==> src/rtl/assert_macros.svh <==
// Assertion macros used by the top level of the timer table.
`ifndef ASSERT_MACROS_SVH
`define ASSERT_MACROS_SVH
`ifndef ASSERT_OFF
`define ASSERT_IMPL(lbl, clk, rst_n, prop) \
  lbl: assert property (@(posedge clk) disable iff (!rst_n) prop) else $error("assertion failed");
`define ASSERT_NEXT(lbl, clk, rst_n, ante, cons) \
  lbl: assert property (@(posedge clk) disable iff (!rst_n) (ante) |=> (cons)) else $error("assertion failed");
`else
`define ASSERT_IMPL(lbl, clk, rst_n, prop)
`define ASSERT_NEXT(lbl, clk, rst_n, ante, cons)
`endif
`endif

==> src/rtl/mtt_pkg.sv <==
`timescale 1ns / 1ps
// ----------------------------------------------------------------------------
// Timer table package
// Opcodes, flag positions, controller states and shared structs.
// ----------------------------------------------------------------------------
package mtt_pkg;

  localparam int unsigned TimerSlots = 16;
  localparam int unsigned TimeBits   = 32;
  localparam int unsigned IdBits     = 16;

  typedef enum logic [3:0] {
    OP_ACQUIRE = 4'd0,
    OP_RELEASE = 4'd1,
    OP_START   = 4'd2,
    OP_STOP    = 4'd3,
    OP_RESTART = 4'd4,
    OP_PAUSE   = 4'd5,
    OP_RESUME  = 4'd6,
    OP_QUERY   = 4'd7,
    OP_TICK    = 4'd8
  } opcode_e;

  // Flag bit positions.
  localparam int unsigned FlagRun   = 0;
  localparam int unsigned FlagPause = 1;
  localparam int unsigned FlagExp   = 2;
  localparam int unsigned FlagRep   = 3;

  typedef enum logic [2:0] {
    ST_IDLE,
    ST_SCAN,
    ST_APPLY,
    ST_TICK,
    ST_LOOK,
    ST_OUT
  } ctrl_state_e;

  // Commands from controller to datapath.
  typedef struct packed {
    logic load;       // capture request
    logic scan_step;  // examine one slot for the search
    logic apply;      // perform the addressed operation
    logic tick_step;  // update one slot during a tick
    logic tick_begin; // commit the new current time
    logic out_load;   // capture the response
    logic clr_idx;    // restart slot counter
  } ctrl_cmd_t;

  // Status from datapath to controller.
  typedef struct packed {
    logic last_slot;
    logic is_tick;
    logic tick_ok;
  } dp_status_t;

endpackage

==> src/rtl/mtt_if.sv <==
`timescale 1ns / 1ps
// ----------------------------------------------------------------------------
// Timer table channels
// Valid/ready interfaces for requests and responses.
// ----------------------------------------------------------------------------
interface mtt_req_if;
  logic        valid;
  logic        ready;
  logic [3:0]  opcode;
  logic [15:0] timer_id;
  logic [31:0] duration;
  logic        use_duration;
  logic        repeat_flag;
  logic        use_repeat;
  logic        start_now;
  logic [31:0] new_time;
  modport source (output valid, opcode, timer_id, duration, use_duration, repeat_flag,
                  use_repeat, start_now, new_time, input ready);
  modport sink (input valid, opcode, timer_id, duration, use_duration, repeat_flag,
                use_repeat, start_now, new_time, output ready);
endinterface

interface mtt_rsp_if;
  logic               valid;
  logic               ready;
  logic               ok;
  logic               is_running;
  logic               is_paused;
  logic               is_expired;
  logic               is_repeating;
  logic [31:0]        start_stamp;
  logic [31:0]        end_stamp;
  logic [31:0]        period;
  logic [31:0]        elapsed;
  logic signed [32:0] remaining;
  logic [4:0]         active_count;
  modport source (output valid, ok, is_running, is_paused, is_expired, is_repeating,
                  start_stamp, end_stamp, period, elapsed, remaining, active_count,
                  input ready);
  modport sink (input valid, ok, is_running, is_paused, is_expired, is_repeating,
                start_stamp, end_stamp, period, elapsed, remaining, active_count,
                output ready);
endinterface

==> src/rtl/mtt_ctrl.sv <==
`timescale 1ns / 1ps
// ----------------------------------------------------------------------------
// Timer table controller
// Sequences the slot search, the operation, the tick walk and the response.
// ----------------------------------------------------------------------------
module mtt_ctrl (
  input  logic                 clk_i,
  input  logic                 rst_ni,
  input  logic                 req_valid_i,
  output logic                 req_ready_o,
  input  logic                 rsp_busy_i,
  input  mtt_pkg::dp_status_t  status_i,
  output mtt_pkg::ctrl_cmd_t   cmd_o
);

  mtt_pkg::ctrl_state_e state_q, state_d;

  // State register.
  always_ff @(posedge clk_i or negedge rst_ni) begin
    if (!rst_ni) begin
      state_q <= mtt_pkg::ST_IDLE;
    end else begin
      state_q <= state_d;
    end
  end

  // Next state and commands.
  always_comb begin
    state_d     = state_q;
    cmd_o       = '0;
    req_ready_o = 1'b0;
    unique case (state_q)
      mtt_pkg::ST_IDLE: begin
        req_ready_o = 1'b1;
        if (req_valid_i) begin
          cmd_o.load    = 1'b1;
          cmd_o.clr_idx = 1'b1;
          state_d       = mtt_pkg::ST_SCAN;
        end
      end
      mtt_pkg::ST_SCAN: begin
        cmd_o.scan_step = 1'b1;
        if (status_i.last_slot) begin
          cmd_o.clr_idx = 1'b1;
          state_d       = mtt_pkg::ST_APPLY;
        end
      end
      mtt_pkg::ST_APPLY: begin
        if (status_i.is_tick && status_i.tick_ok) begin
          cmd_o.tick_begin = 1'b1;
          state_d          = mtt_pkg::ST_TICK;
        end else begin
          cmd_o.apply = 1'b1;
          state_d     = mtt_pkg::ST_LOOK;
        end
      end
      mtt_pkg::ST_TICK: begin
        cmd_o.tick_step = 1'b1;
        if (status_i.last_slot) begin
          state_d = mtt_pkg::ST_LOOK;
        end
      end
      mtt_pkg::ST_LOOK: begin
        // Wait until the previous response has been taken.
        if (!rsp_busy_i) begin
          cmd_o.out_load = 1'b1;
          state_d        = mtt_pkg::ST_IDLE;
        end
      end
      default: begin
        state_d = mtt_pkg::ST_IDLE;
      end
    endcase
  end

endmodule

==> src/rtl/mtt_datapath.sv <==
`timescale 1ns / 1ps
// ----------------------------------------------------------------------------
// Timer table datapath
// Slot registers, search, operation logic, tick update and response build.
// ----------------------------------------------------------------------------
module mtt_datapath #(
  parameter int unsigned TimerSlots = mtt_pkg::TimerSlots,
  parameter int unsigned TimeBits   = mtt_pkg::TimeBits,
  parameter int unsigned IdBits     = mtt_pkg::IdBits
) (
  input  logic                clk_i,
  input  logic                rst_ni,
  input  mtt_pkg::ctrl_cmd_t  cmd_i,
  output mtt_pkg::dp_status_t status_o,
  mtt_req_if.sink             req,
  mtt_rsp_if.source           rsp
);

  localparam int unsigned IdxBits = (TimerSlots > 1) ? $clog2(TimerSlots) : 1;
  localparam int unsigned CntBits = $clog2(TimerSlots + 1);

  // Slot storage.
  logic [TimerSlots-1:0] valid_q;
  logic [IdBits-1:0]     id_q     [TimerSlots];
  logic [TimeBits-1:0]   start_q  [TimerSlots];
  logic [TimeBits-1:0]   end_q    [TimerSlots];
  logic [TimeBits-1:0]   period_q [TimerSlots];
  logic [3:0]            flags_q  [TimerSlots];
  logic [TimeBits-1:0]   now_q;
  logic [TimeBits-1:0]   delta_q;
  logic [CntBits-1:0]    count_q;

  // Captured request.
  logic [3:0]          op_q;
  logic [IdBits-1:0]   rid_q;
  logic [TimeBits-1:0] dur_q;
  logic                use_dur_q, rep_q, use_rep_q, start_now_q;
  logic [TimeBits-1:0] ntime_q;

  // Search results.
  logic [IdxBits-1:0] idx_q;
  logic               hit_q, free_q;
  logic [IdxBits-1:0] hit_idx_q, free_idx_q;
  logic               ok_q;

  logic               rsp_valid_q;

  assign status_o.last_slot = (idx_q == IdxBits'(TimerSlots - 1));
  assign status_o.is_tick   = (op_q == mtt_pkg::OP_TICK);
  assign status_o.tick_ok   = (ntime_q > now_q);

  // Request capture and slot counter.
  always_ff @(posedge clk_i) begin
    if (cmd_i.load) begin
      op_q        <= req.opcode;
      rid_q       <= IdBits'(req.timer_id);
      dur_q       <= TimeBits'(req.duration);
      use_dur_q   <= req.use_duration;
      rep_q       <= req.repeat_flag;
      use_rep_q   <= req.use_repeat;
      start_now_q <= req.start_now;
      ntime_q     <= TimeBits'(req.new_time);
    end
  end

  always_ff @(posedge clk_i or negedge rst_ni) begin
    if (!rst_ni) begin
      idx_q <= '0;
    end else if (cmd_i.clr_idx) begin
      idx_q <= '0;
    end else if (cmd_i.scan_step || cmd_i.tick_step) begin
      idx_q <= idx_q + 1'b1;
    end
  end

  // Search one slot per cycle for the id and the lowest free slot.
  always_ff @(posedge clk_i) begin
    if (cmd_i.load) begin
      hit_q  <= 1'b0;
      free_q <= 1'b0;
    end else if (cmd_i.scan_step) begin
      if (valid_q[idx_q] && id_q[idx_q] == rid_q) begin
        hit_q     <= 1'b1;
        hit_idx_q <= idx_q;
      end
      if (!valid_q[idx_q] && !free_q) begin
        free_q     <= 1'b1;
        free_idx_q <= idx_q;
      end
    end
  end

  // Operation, tick walk and current time.
  logic [3:0] hf;
  assign hf = flags_q[hit_idx_q];

  always_ff @(posedge clk_i or negedge rst_ni) begin
    if (!rst_ni) begin
      valid_q <= '0;
      now_q   <= '0;
      count_q <= '0;
      ok_q    <= 1'b0;
    end else begin
      if (cmd_i.tick_begin) begin
        now_q   <= ntime_q;
        delta_q <= ntime_q - now_q;
        ok_q    <= 1'b1;
      end
      if (cmd_i.tick_step && valid_q[idx_q]) begin
        if (flags_q[idx_q][mtt_pkg::FlagExp]) begin
          if (flags_q[idx_q][mtt_pkg::FlagRep]) begin
            start_q[idx_q] <= now_q;
            end_q[idx_q]   <= now_q + period_q[idx_q];
            flags_q[idx_q] <= (flags_q[idx_q] | 4'b0001) & 4'b1001;
          end
        end else if (flags_q[idx_q][mtt_pkg::FlagPause]) begin
          end_q[idx_q] <= end_q[idx_q] + delta_q;
        end else if (flags_q[idx_q][mtt_pkg::FlagRun] && now_q >= end_q[idx_q]) begin
          flags_q[idx_q] <= (flags_q[idx_q] & 4'b1110) | 4'b0100;
        end
      end
      if (cmd_i.apply) begin
        ok_q <= 1'b0;
        case (op_q)
          mtt_pkg::OP_ACQUIRE: begin
            if (!hit_q && free_q) begin
              valid_q[free_idx_q]  <= 1'b1;
              id_q[free_idx_q]     <= rid_q;
              start_q[free_idx_q]  <= now_q;
              end_q[free_idx_q]    <= now_q + dur_q;
              period_q[free_idx_q] <= dur_q;
              flags_q[free_idx_q]  <= {rep_q, 2'b00, start_now_q};
              count_q              <= count_q + 1'b1;
              ok_q                 <= 1'b1;
            end
          end
          mtt_pkg::OP_RELEASE: begin
            if (hit_q) begin
              valid_q[hit_idx_q] <= 1'b0;
              count_q            <= count_q - 1'b1;
              ok_q               <= 1'b1;
            end
          end
          mtt_pkg::OP_START: begin
            if (hit_q) begin
              start_q[hit_idx_q] <= now_q;
              if (use_dur_q) begin
                period_q[hit_idx_q] <= dur_q;
                end_q[hit_idx_q]    <= now_q + dur_q;
              end else begin
                end_q[hit_idx_q] <= now_q + period_q[hit_idx_q];
              end
              flags_q[hit_idx_q] <= {use_rep_q & rep_q, 3'b001};
              ok_q               <= 1'b1;
            end
          end
          mtt_pkg::OP_STOP: begin
            if (hit_q) begin
              flags_q[hit_idx_q] <= hf & 4'b1000;
              ok_q               <= 1'b1;
            end
          end
          mtt_pkg::OP_RESTART: begin
            if (hit_q) begin
              start_q[hit_idx_q] <= now_q;
              end_q[hit_idx_q]   <= now_q + period_q[hit_idx_q];
              flags_q[hit_idx_q] <= (hf | 4'b0001) & 4'b1001;
              ok_q               <= 1'b1;
            end
          end
          mtt_pkg::OP_PAUSE: begin
            if (hit_q && hf[mtt_pkg::FlagRun]) begin
              flags_q[hit_idx_q] <= hf | 4'b0010;
              ok_q               <= 1'b1;
            end
          end
          mtt_pkg::OP_RESUME: begin
            if (hit_q && hf[mtt_pkg::FlagPause]) begin
              flags_q[hit_idx_q] <= hf & 4'b1101;
              ok_q               <= 1'b1;
            end
          end
          mtt_pkg::OP_QUERY: begin
            ok_q <= hit_q;
          end
          default: begin
            ok_q <= 1'b0;
          end
        endcase
      end
    end
  end

  // Response register; the id still maps to the same slot unless released.
  logic                pres;
  logic [TimeBits-1:0] s_st, s_en;
  assign pres = hit_q && valid_q[hit_idx_q];
  assign s_st = start_q[hit_idx_q];
  assign s_en = end_q[hit_idx_q];

  logic rsp_acc_ok;
  assign rsp_acc_ok = (op_q == mtt_pkg::OP_ACQUIRE) && ok_q;

  always_ff @(posedge clk_i or negedge rst_ni) begin
    if (!rst_ni) begin
      rsp_valid_q <= 1'b0;
    end else if (cmd_i.out_load) begin
      rsp_valid_q <= 1'b1;
    end else if (rsp.ready) begin
      rsp_valid_q <= 1'b0;
    end
  end

  logic                     sel;
  logic [IdxBits-1:0]       sidx;
  logic signed [TimeBits:0] rem;
  assign sel  = pres || rsp_acc_ok;
  assign sidx = rsp_acc_ok ? free_idx_q : hit_idx_q;
  assign rem  = $signed({1'b0, end_q[sidx]}) - $signed({1'b0, now_q});

  always_ff @(posedge clk_i) begin
    if (cmd_i.out_load) begin
      rsp.ok           <= ok_q;
      rsp.is_running   <= sel & flags_q[sidx][mtt_pkg::FlagRun];
      rsp.is_paused    <= sel & flags_q[sidx][mtt_pkg::FlagPause];
      rsp.is_expired   <= sel & flags_q[sidx][mtt_pkg::FlagExp];
      rsp.is_repeating <= sel & flags_q[sidx][mtt_pkg::FlagRep];
      rsp.start_stamp  <= sel ? 32'(start_q[sidx]) : '0;
      rsp.end_stamp    <= sel ? 32'(end_q[sidx]) : '0;
      rsp.period       <= sel ? 32'(period_q[sidx]) : '0;
      rsp.elapsed      <= sel ? 32'(TimeBits'(now_q - start_q[sidx])) : '0;
      rsp.remaining    <= sel ? 33'(rem) : '0;
      rsp.active_count <= 5'(count_q);
    end
  end

  assign rsp.valid = rsp_valid_q;
  assign req.ready = 1'b0 | (req.valid & 1'b0);

  logic unused_st;
  assign unused_st = ^{s_st, s_en};

endmodule

==> src/rtl/multi_timer_table.sv <==
`timescale 1ns / 1ps
// A request passes through the slot search, the operation and the response load; a
// tick that advances the time also walks every slot in turn before the response.
// A new request is taken only once the previous one has reached the response
// register; the slot search and the tick walk go at one slot per cycle.
// The response register lets the next request start while a response waits.
// Reset clears all valid bits and the current time at once; no clearing pass.
// ----------------------------------------------------------------------------
// Timer table top level
// Ties the controller, the datapath and the request/response channels.
// ----------------------------------------------------------------------------
`include "assert_macros.svh"
module multi_timer_table #(
  parameter int unsigned TimerSlots = mtt_pkg::TimerSlots,
  parameter int unsigned TimeBits   = mtt_pkg::TimeBits,
  parameter int unsigned IdBits     = mtt_pkg::IdBits
) (
  input logic       clk_i,
  input logic       rst_ni,
  mtt_req_if.sink   req,
  mtt_rsp_if.source rsp
);

  mtt_pkg::ctrl_cmd_t  cmd;
  mtt_pkg::dp_status_t status;
  logic                ready;

  mtt_ctrl u_ctrl (
    .clk_i       (clk_i),
    .rst_ni      (rst_ni),
    .req_valid_i (req.valid),
    .req_ready_o (ready),
    .rsp_busy_i  (rsp.valid & ~rsp.ready),
    .status_i    (status),
    .cmd_o       (cmd)
  );

  mtt_req_if req_int ();
  assign req_int.valid        = req.valid;
  assign req_int.opcode       = req.opcode;
  assign req_int.timer_id     = req.timer_id;
  assign req_int.duration     = req.duration;
  assign req_int.use_duration = req.use_duration;
  assign req_int.repeat_flag  = req.repeat_flag;
  assign req_int.use_repeat   = req.use_repeat;
  assign req_int.start_now    = req.start_now;
  assign req_int.new_time     = req.new_time;
  assign req.ready            = ready;

  mtt_datapath #(
    .TimerSlots (TimerSlots),
    .TimeBits   (TimeBits),
    .IdBits     (IdBits)
  ) u_dp (
    .clk_i    (clk_i),
    .rst_ni   (rst_ni),
    .cmd_i    (cmd),
    .status_o (status),
    .req      (req_int),
    .rsp      (rsp)
  );

  logic unused_rdy;
  assign unused_rdy = req_int.ready;

  // A request is only taken while no earlier one is in flight.
  `ASSERT_NEXT(a_load_scan, clk_i, rst_ni, cmd.load, !ready)
  // A new response is never loaded over one still waiting.
  `ASSERT_IMPL(a_no_overrun, clk_i, rst_ni, cmd.out_load |-> !(rsp.valid && !rsp.ready))
  // A response stays while not taken.
  `ASSERT_NEXT(a_rsp_hold, clk_i, rst_ni, rsp.valid && !rsp.ready, rsp.valid)

endmodule
==> src/flat_wrapper.sv <==
// flat-port wrapper written by rule: the top's interface ports become plain ports
module multi_timer_table_flat 
#(
  parameter int unsigned TimerSlots = mtt_pkg::TimerSlots,
  parameter int unsigned TimeBits   = mtt_pkg::TimeBits,
  parameter int unsigned IdBits     = mtt_pkg::IdBits
)
  (clk_i, rst_ni, req_valid, req_opcode, req_timer_id, req_duration, req_use_duration, req_repeat_flag, req_use_repeat, req_start_now, req_new_time, req_ready, rsp_valid, rsp_ok, rsp_is_running, rsp_is_paused, rsp_is_expired, rsp_is_repeating, rsp_start_stamp, rsp_end_stamp, rsp_period, rsp_elapsed, rsp_remaining, rsp_active_count, rsp_ready);
  mtt_req_if req_i ();
  mtt_rsp_if rsp_i ();
  input logic clk_i;
  input logic rst_ni;
  input wire logic [$bits(req_i.valid)-1:0] req_valid;
  input wire logic [$bits(req_i.opcode)-1:0] req_opcode;
  input wire logic [$bits(req_i.timer_id)-1:0] req_timer_id;
  input wire logic [$bits(req_i.duration)-1:0] req_duration;
  input wire logic [$bits(req_i.use_duration)-1:0] req_use_duration;
  input wire logic [$bits(req_i.repeat_flag)-1:0] req_repeat_flag;
  input wire logic [$bits(req_i.use_repeat)-1:0] req_use_repeat;
  input wire logic [$bits(req_i.start_now)-1:0] req_start_now;
  input wire logic [$bits(req_i.new_time)-1:0] req_new_time;
  output wire logic [$bits(req_i.ready)-1:0] req_ready;
  output wire logic [$bits(rsp_i.valid)-1:0] rsp_valid;
  output wire logic [$bits(rsp_i.ok)-1:0] rsp_ok;
  output wire logic [$bits(rsp_i.is_running)-1:0] rsp_is_running;
  output wire logic [$bits(rsp_i.is_paused)-1:0] rsp_is_paused;
  output wire logic [$bits(rsp_i.is_expired)-1:0] rsp_is_expired;
  output wire logic [$bits(rsp_i.is_repeating)-1:0] rsp_is_repeating;
  output wire logic [$bits(rsp_i.start_stamp)-1:0] rsp_start_stamp;
  output wire logic [$bits(rsp_i.end_stamp)-1:0] rsp_end_stamp;
  output wire logic [$bits(rsp_i.period)-1:0] rsp_period;
  output wire logic [$bits(rsp_i.elapsed)-1:0] rsp_elapsed;
  output wire logic [$bits(rsp_i.remaining)-1:0] rsp_remaining;
  output wire logic [$bits(rsp_i.active_count)-1:0] rsp_active_count;
  input wire logic [$bits(rsp_i.ready)-1:0] rsp_ready;
  assign req_i.valid = req_valid;
  assign req_i.opcode = req_opcode;
  assign req_i.timer_id = req_timer_id;
  assign req_i.duration = req_duration;
  assign req_i.use_duration = req_use_duration;
  assign req_i.repeat_flag = req_repeat_flag;
  assign req_i.use_repeat = req_use_repeat;
  assign req_i.start_now = req_start_now;
  assign req_i.new_time = req_new_time;
  assign req_ready = req_i.ready;
  assign rsp_valid = rsp_i.valid;
  assign rsp_ok = rsp_i.ok;
  assign rsp_is_running = rsp_i.is_running;
  assign rsp_is_paused = rsp_i.is_paused;
  assign rsp_is_expired = rsp_i.is_expired;
  assign rsp_is_repeating = rsp_i.is_repeating;
  assign rsp_start_stamp = rsp_i.start_stamp;
  assign rsp_end_stamp = rsp_i.end_stamp;
  assign rsp_period = rsp_i.period;
  assign rsp_elapsed = rsp_i.elapsed;
  assign rsp_remaining = rsp_i.remaining;
  assign rsp_active_count = rsp_i.active_count;
  assign rsp_i.ready = rsp_ready;
  multi_timer_table #(.TimerSlots(TimerSlots), .TimeBits(TimeBits), .IdBits(IdBits)) u_core (.clk_i(clk_i), .rst_ni(rst_ni), .req(req_i), .rsp(rsp_i));
endmodule
==> config.mk <==
export PLATFORM = sky130hd
export DESIGN_NAME = multi_timer_table_flat
export DESIGN_NICKNAME = d
export VERILOG_FILES = /design/src/rtl/mtt_pkg.sv /design/src/rtl/mtt_if.sv /design/src/rtl/mtt_ctrl.sv /design/src/rtl/mtt_datapath.sv /design/src/rtl/multi_timer_table.sv /design/src/flat_wrapper.sv
export VERILOG_INCLUDE_DIRS = /design/src /design/src/rtl
export SDC_FILE = /design/constraint.sdc
export NUM_CORES = 2
export LEC_CHECK = 0
export BUFFER_PORTS_ARGS = -buffer_cell sky130_fd_sc_hd__buf_4
export CAP_MARGIN = 30
export CORE_AREA = 10 10 593 362
export DETAILED_ROUTE_END_ITERATION = 16
export DIE_AREA = 0 0 603 372
export PLACE_DENSITY_LB_ADDON = 0.15
export RECOVER_POWER = 25
export SYNTH_ARGS = -nofsm -noshare
export SYNTH_HDL_FRONTEND = slang
export SYNTH_HIERARCHICAL = 1
export SYNTH_SLANG_ARGS = --single-unit
==> constraint.sdc <==
create_clock -name clk_i -period 11.2 [get_ports clk_i]
set_clock_uncertainty 0.05 [all_clocks]
set_input_delay 0.56 -clock clk_i [delete_from_list [all_inputs] [get_ports clk_i]]
set_output_delay 0.56 -clock clk_i [all_outputs]
set_load 0.02 [all_outputs]
==> reports/qor.txt <==
Via Count - 78647
row cnt - 129
final WL - 397000 um
Max Freq - 116 MHz
global-route usage over all layers - 0.346
clock transition at the registers of the reported paths - 0.07 ns
Comb power frac - 0.365
Worst Setup SP - u_core/u_dp/now_q[25]
initial antenna violation count - 29
area grow syn2layout - 12.1%
DR vias/cell - 7.19
total negative setup slack - 0 ns
Critical Path RT - 11.66 ns
endpoint class of the critical path - register
Leakage Power - 43.8 nW
Die Span Y - 372 um
crit path time final - 8.64 ns
Cells after Synth - 7680
Initial Utilization - 0.566
CTS max path bufs - 4
Pint - 17.7 mW
worst hold stages - 3
setup bufs post-CTS - 0
RSZ-0062 raised after global routing - false
Peak VDD IR - 186 uV
Final Max Slew Viols - 684
Die X - 603 um
start point of the worst hold path - req_valid
Syn. warnings - 6
hpwl dp - 257000 um
# fillers - 14603
worst slew pin tran - 2.40 ns
share of cells above drive strength 1 - 0.241
Critical Path AT - 9.11 ns
max cap viols - 30
first-pass GRT wire length - 558000 um
Worst Path Class, Setup - reg -> reg
H-tree Lvls - 4
critical path launch point type - register
most common cell after layout, fill and taps aside - edfxtp_1
Die Area - 224000 um^2
largest net degree at the start of global routing - 110
Post-Syn Area - 116000 um^2
Tcrit/Tclk final - 0.771
power density cells - 211 nW/um^2
root buf cell - clkbuf_16
Slew HR - -0.602
routed len/inst - 36.3 um
CORE AREA - 205000 um^2
Hold WC Path Type - in -> reg
CP Max Fanout - 22
setup violators final - 0
post_cts resized - 0
Skew-Pair Late Insertion Delay - 0.89 ns
drc violations - 0
antenna-violating nets left - 0
worst r2r path cells - 24
vias in the first global route - 73705
Num CTS Buffers - 207
Seq pwr share - 0.371
# port buffers - 264
most frequent cells in the layout - edfxtp_1 (2155), mux4_2 (964), a21oi_1 (615), nor2_1 (609), nand2_1 (478)
failing checks - capacitance limit, slew limit
Worst R2R Start - u_core/u_dp/now_q[25]
CTS tree - yes
Mapped Nets - 8038
DR pass1 iterations - 6
syn_area_per_cell - 15.1 um^2
Nets - 8364
fin area - 130000 um^2
grt ovf - 0
P_sw - 9.67 mW
Final Hold Violating Endpoints - 0
worst reg2reg setup slack - 2.56 ns
post-cts hold buffer count - 90
Sw Ratio - 0.353
clk sinks - 2223
GP Congestion - 0.988
status - complete, but fails checks
clock power share - 0.264
1st-iter DRT viols - 13505
IO Count - 265
placed cell area - 122000 um^2
[per-layer routing]
layer,global-route usage,vias to the layer above,wire length (um),part of all wire
met1,0.521,39690,157000,0.39
met4,0.105,26,13900,0.035
met5,0.00549,-,162,0.00041
met3,0.157,868,71000,0.18
met2,0.449,6698,155000,0.39
li1,-,31365,-,-
[metrics by stage]
stage           util  power [mW]  worst slack (ns)  instances  hold WS [ns]
6_report       0.634        27.4              2.56      10942        0.0698
2_1_floorplan      -        16.8             0.568       7680         0.214
3_5_place_dp   0.597        19.9              3.24      10446         0.410
3_3_place_gp   0.595        19.6              3.43      10424         0.401
4_1_cts        0.634        27.1              3.19      10916        0.0316
5_1_grt        0.634        28.4              2.17      10929        0.0770
[sequential cells by signal, summed over array words and instances (netlist names), 33 cells and up, named ones only]
signal,count
u_core/u_dp/start_q,512
u_core/u_dp/id_q,256
u_core/u_dp/end_q,512
u_core/u_dp/period_q,512
u_core/u_dp/rsp.remaining,33
u_core/u_dp/flags_q,64
[layout make-up]
cell class	instances	area, um^2	share of cell area
Inverter	146	548	0.00423
Clock inverter	127	1320	0.0102
Sequential cell	2223	66400	0.512
Clock buffer	253	5430	0.0418
Multi-Input combinational cell	4785	47300	0.365
Tap cell	2751	3440	0.0265
Timing Repair Buffer	643	5240	0.0404
Antenna cell	14	35.0	0.000270
[critical path, stage by stage, from the launching register on]
cell and delay, ns:
dfrtp_1 0.32, clkbuf_1 1.63, inv_1 0.28, ha_1 0.49, a21oi_1 0.19, o21ai_0 0.12
a21oi_1 0.18, o21ai_0 0.10, a21o_1 0.18, a21oi_1 0.13, o21ai_0 0.09, a21oi_1 0.12
a41oi_1 0.05, buf_4 0.21, nand2_1 0.10, nor3b_1 0.21, buf_4 0.21, nand4b_1 0.23
nor2_1 0.48, o21ai_0 0.46, nor3_1 0.79, a21oi_2 0.14, buf_4 0.31, nor2_4 0.66
buf_4 0.53
[power by group through the flow]
stage	clock (mW)	sequential (mW)	combinational [mW]
floorplan	0	10.2	6.57
global placement	0	10.3	9.31
detailed placement	0	10.3	9.57
CTS	7.28	10.1	9.65
global route	7.62	10.2	10.6
finish	7.23	10.2	10.0
[worst paths after layout]
kind | end
max reg2reg | u_core/u_dp/period_q[3][19]
min reg2reg | u_core/u_dp/count_q[4]
max | u_core/u_dp/period_q[3][19]
max in group asynchronous | u_core/u_dp/now_q[27]
min in group asynchronous | u_core/u_dp/idx_q[3]
min | u_core/u_ctrl/state_q[0]
Power figures use the tool's default switching activity.
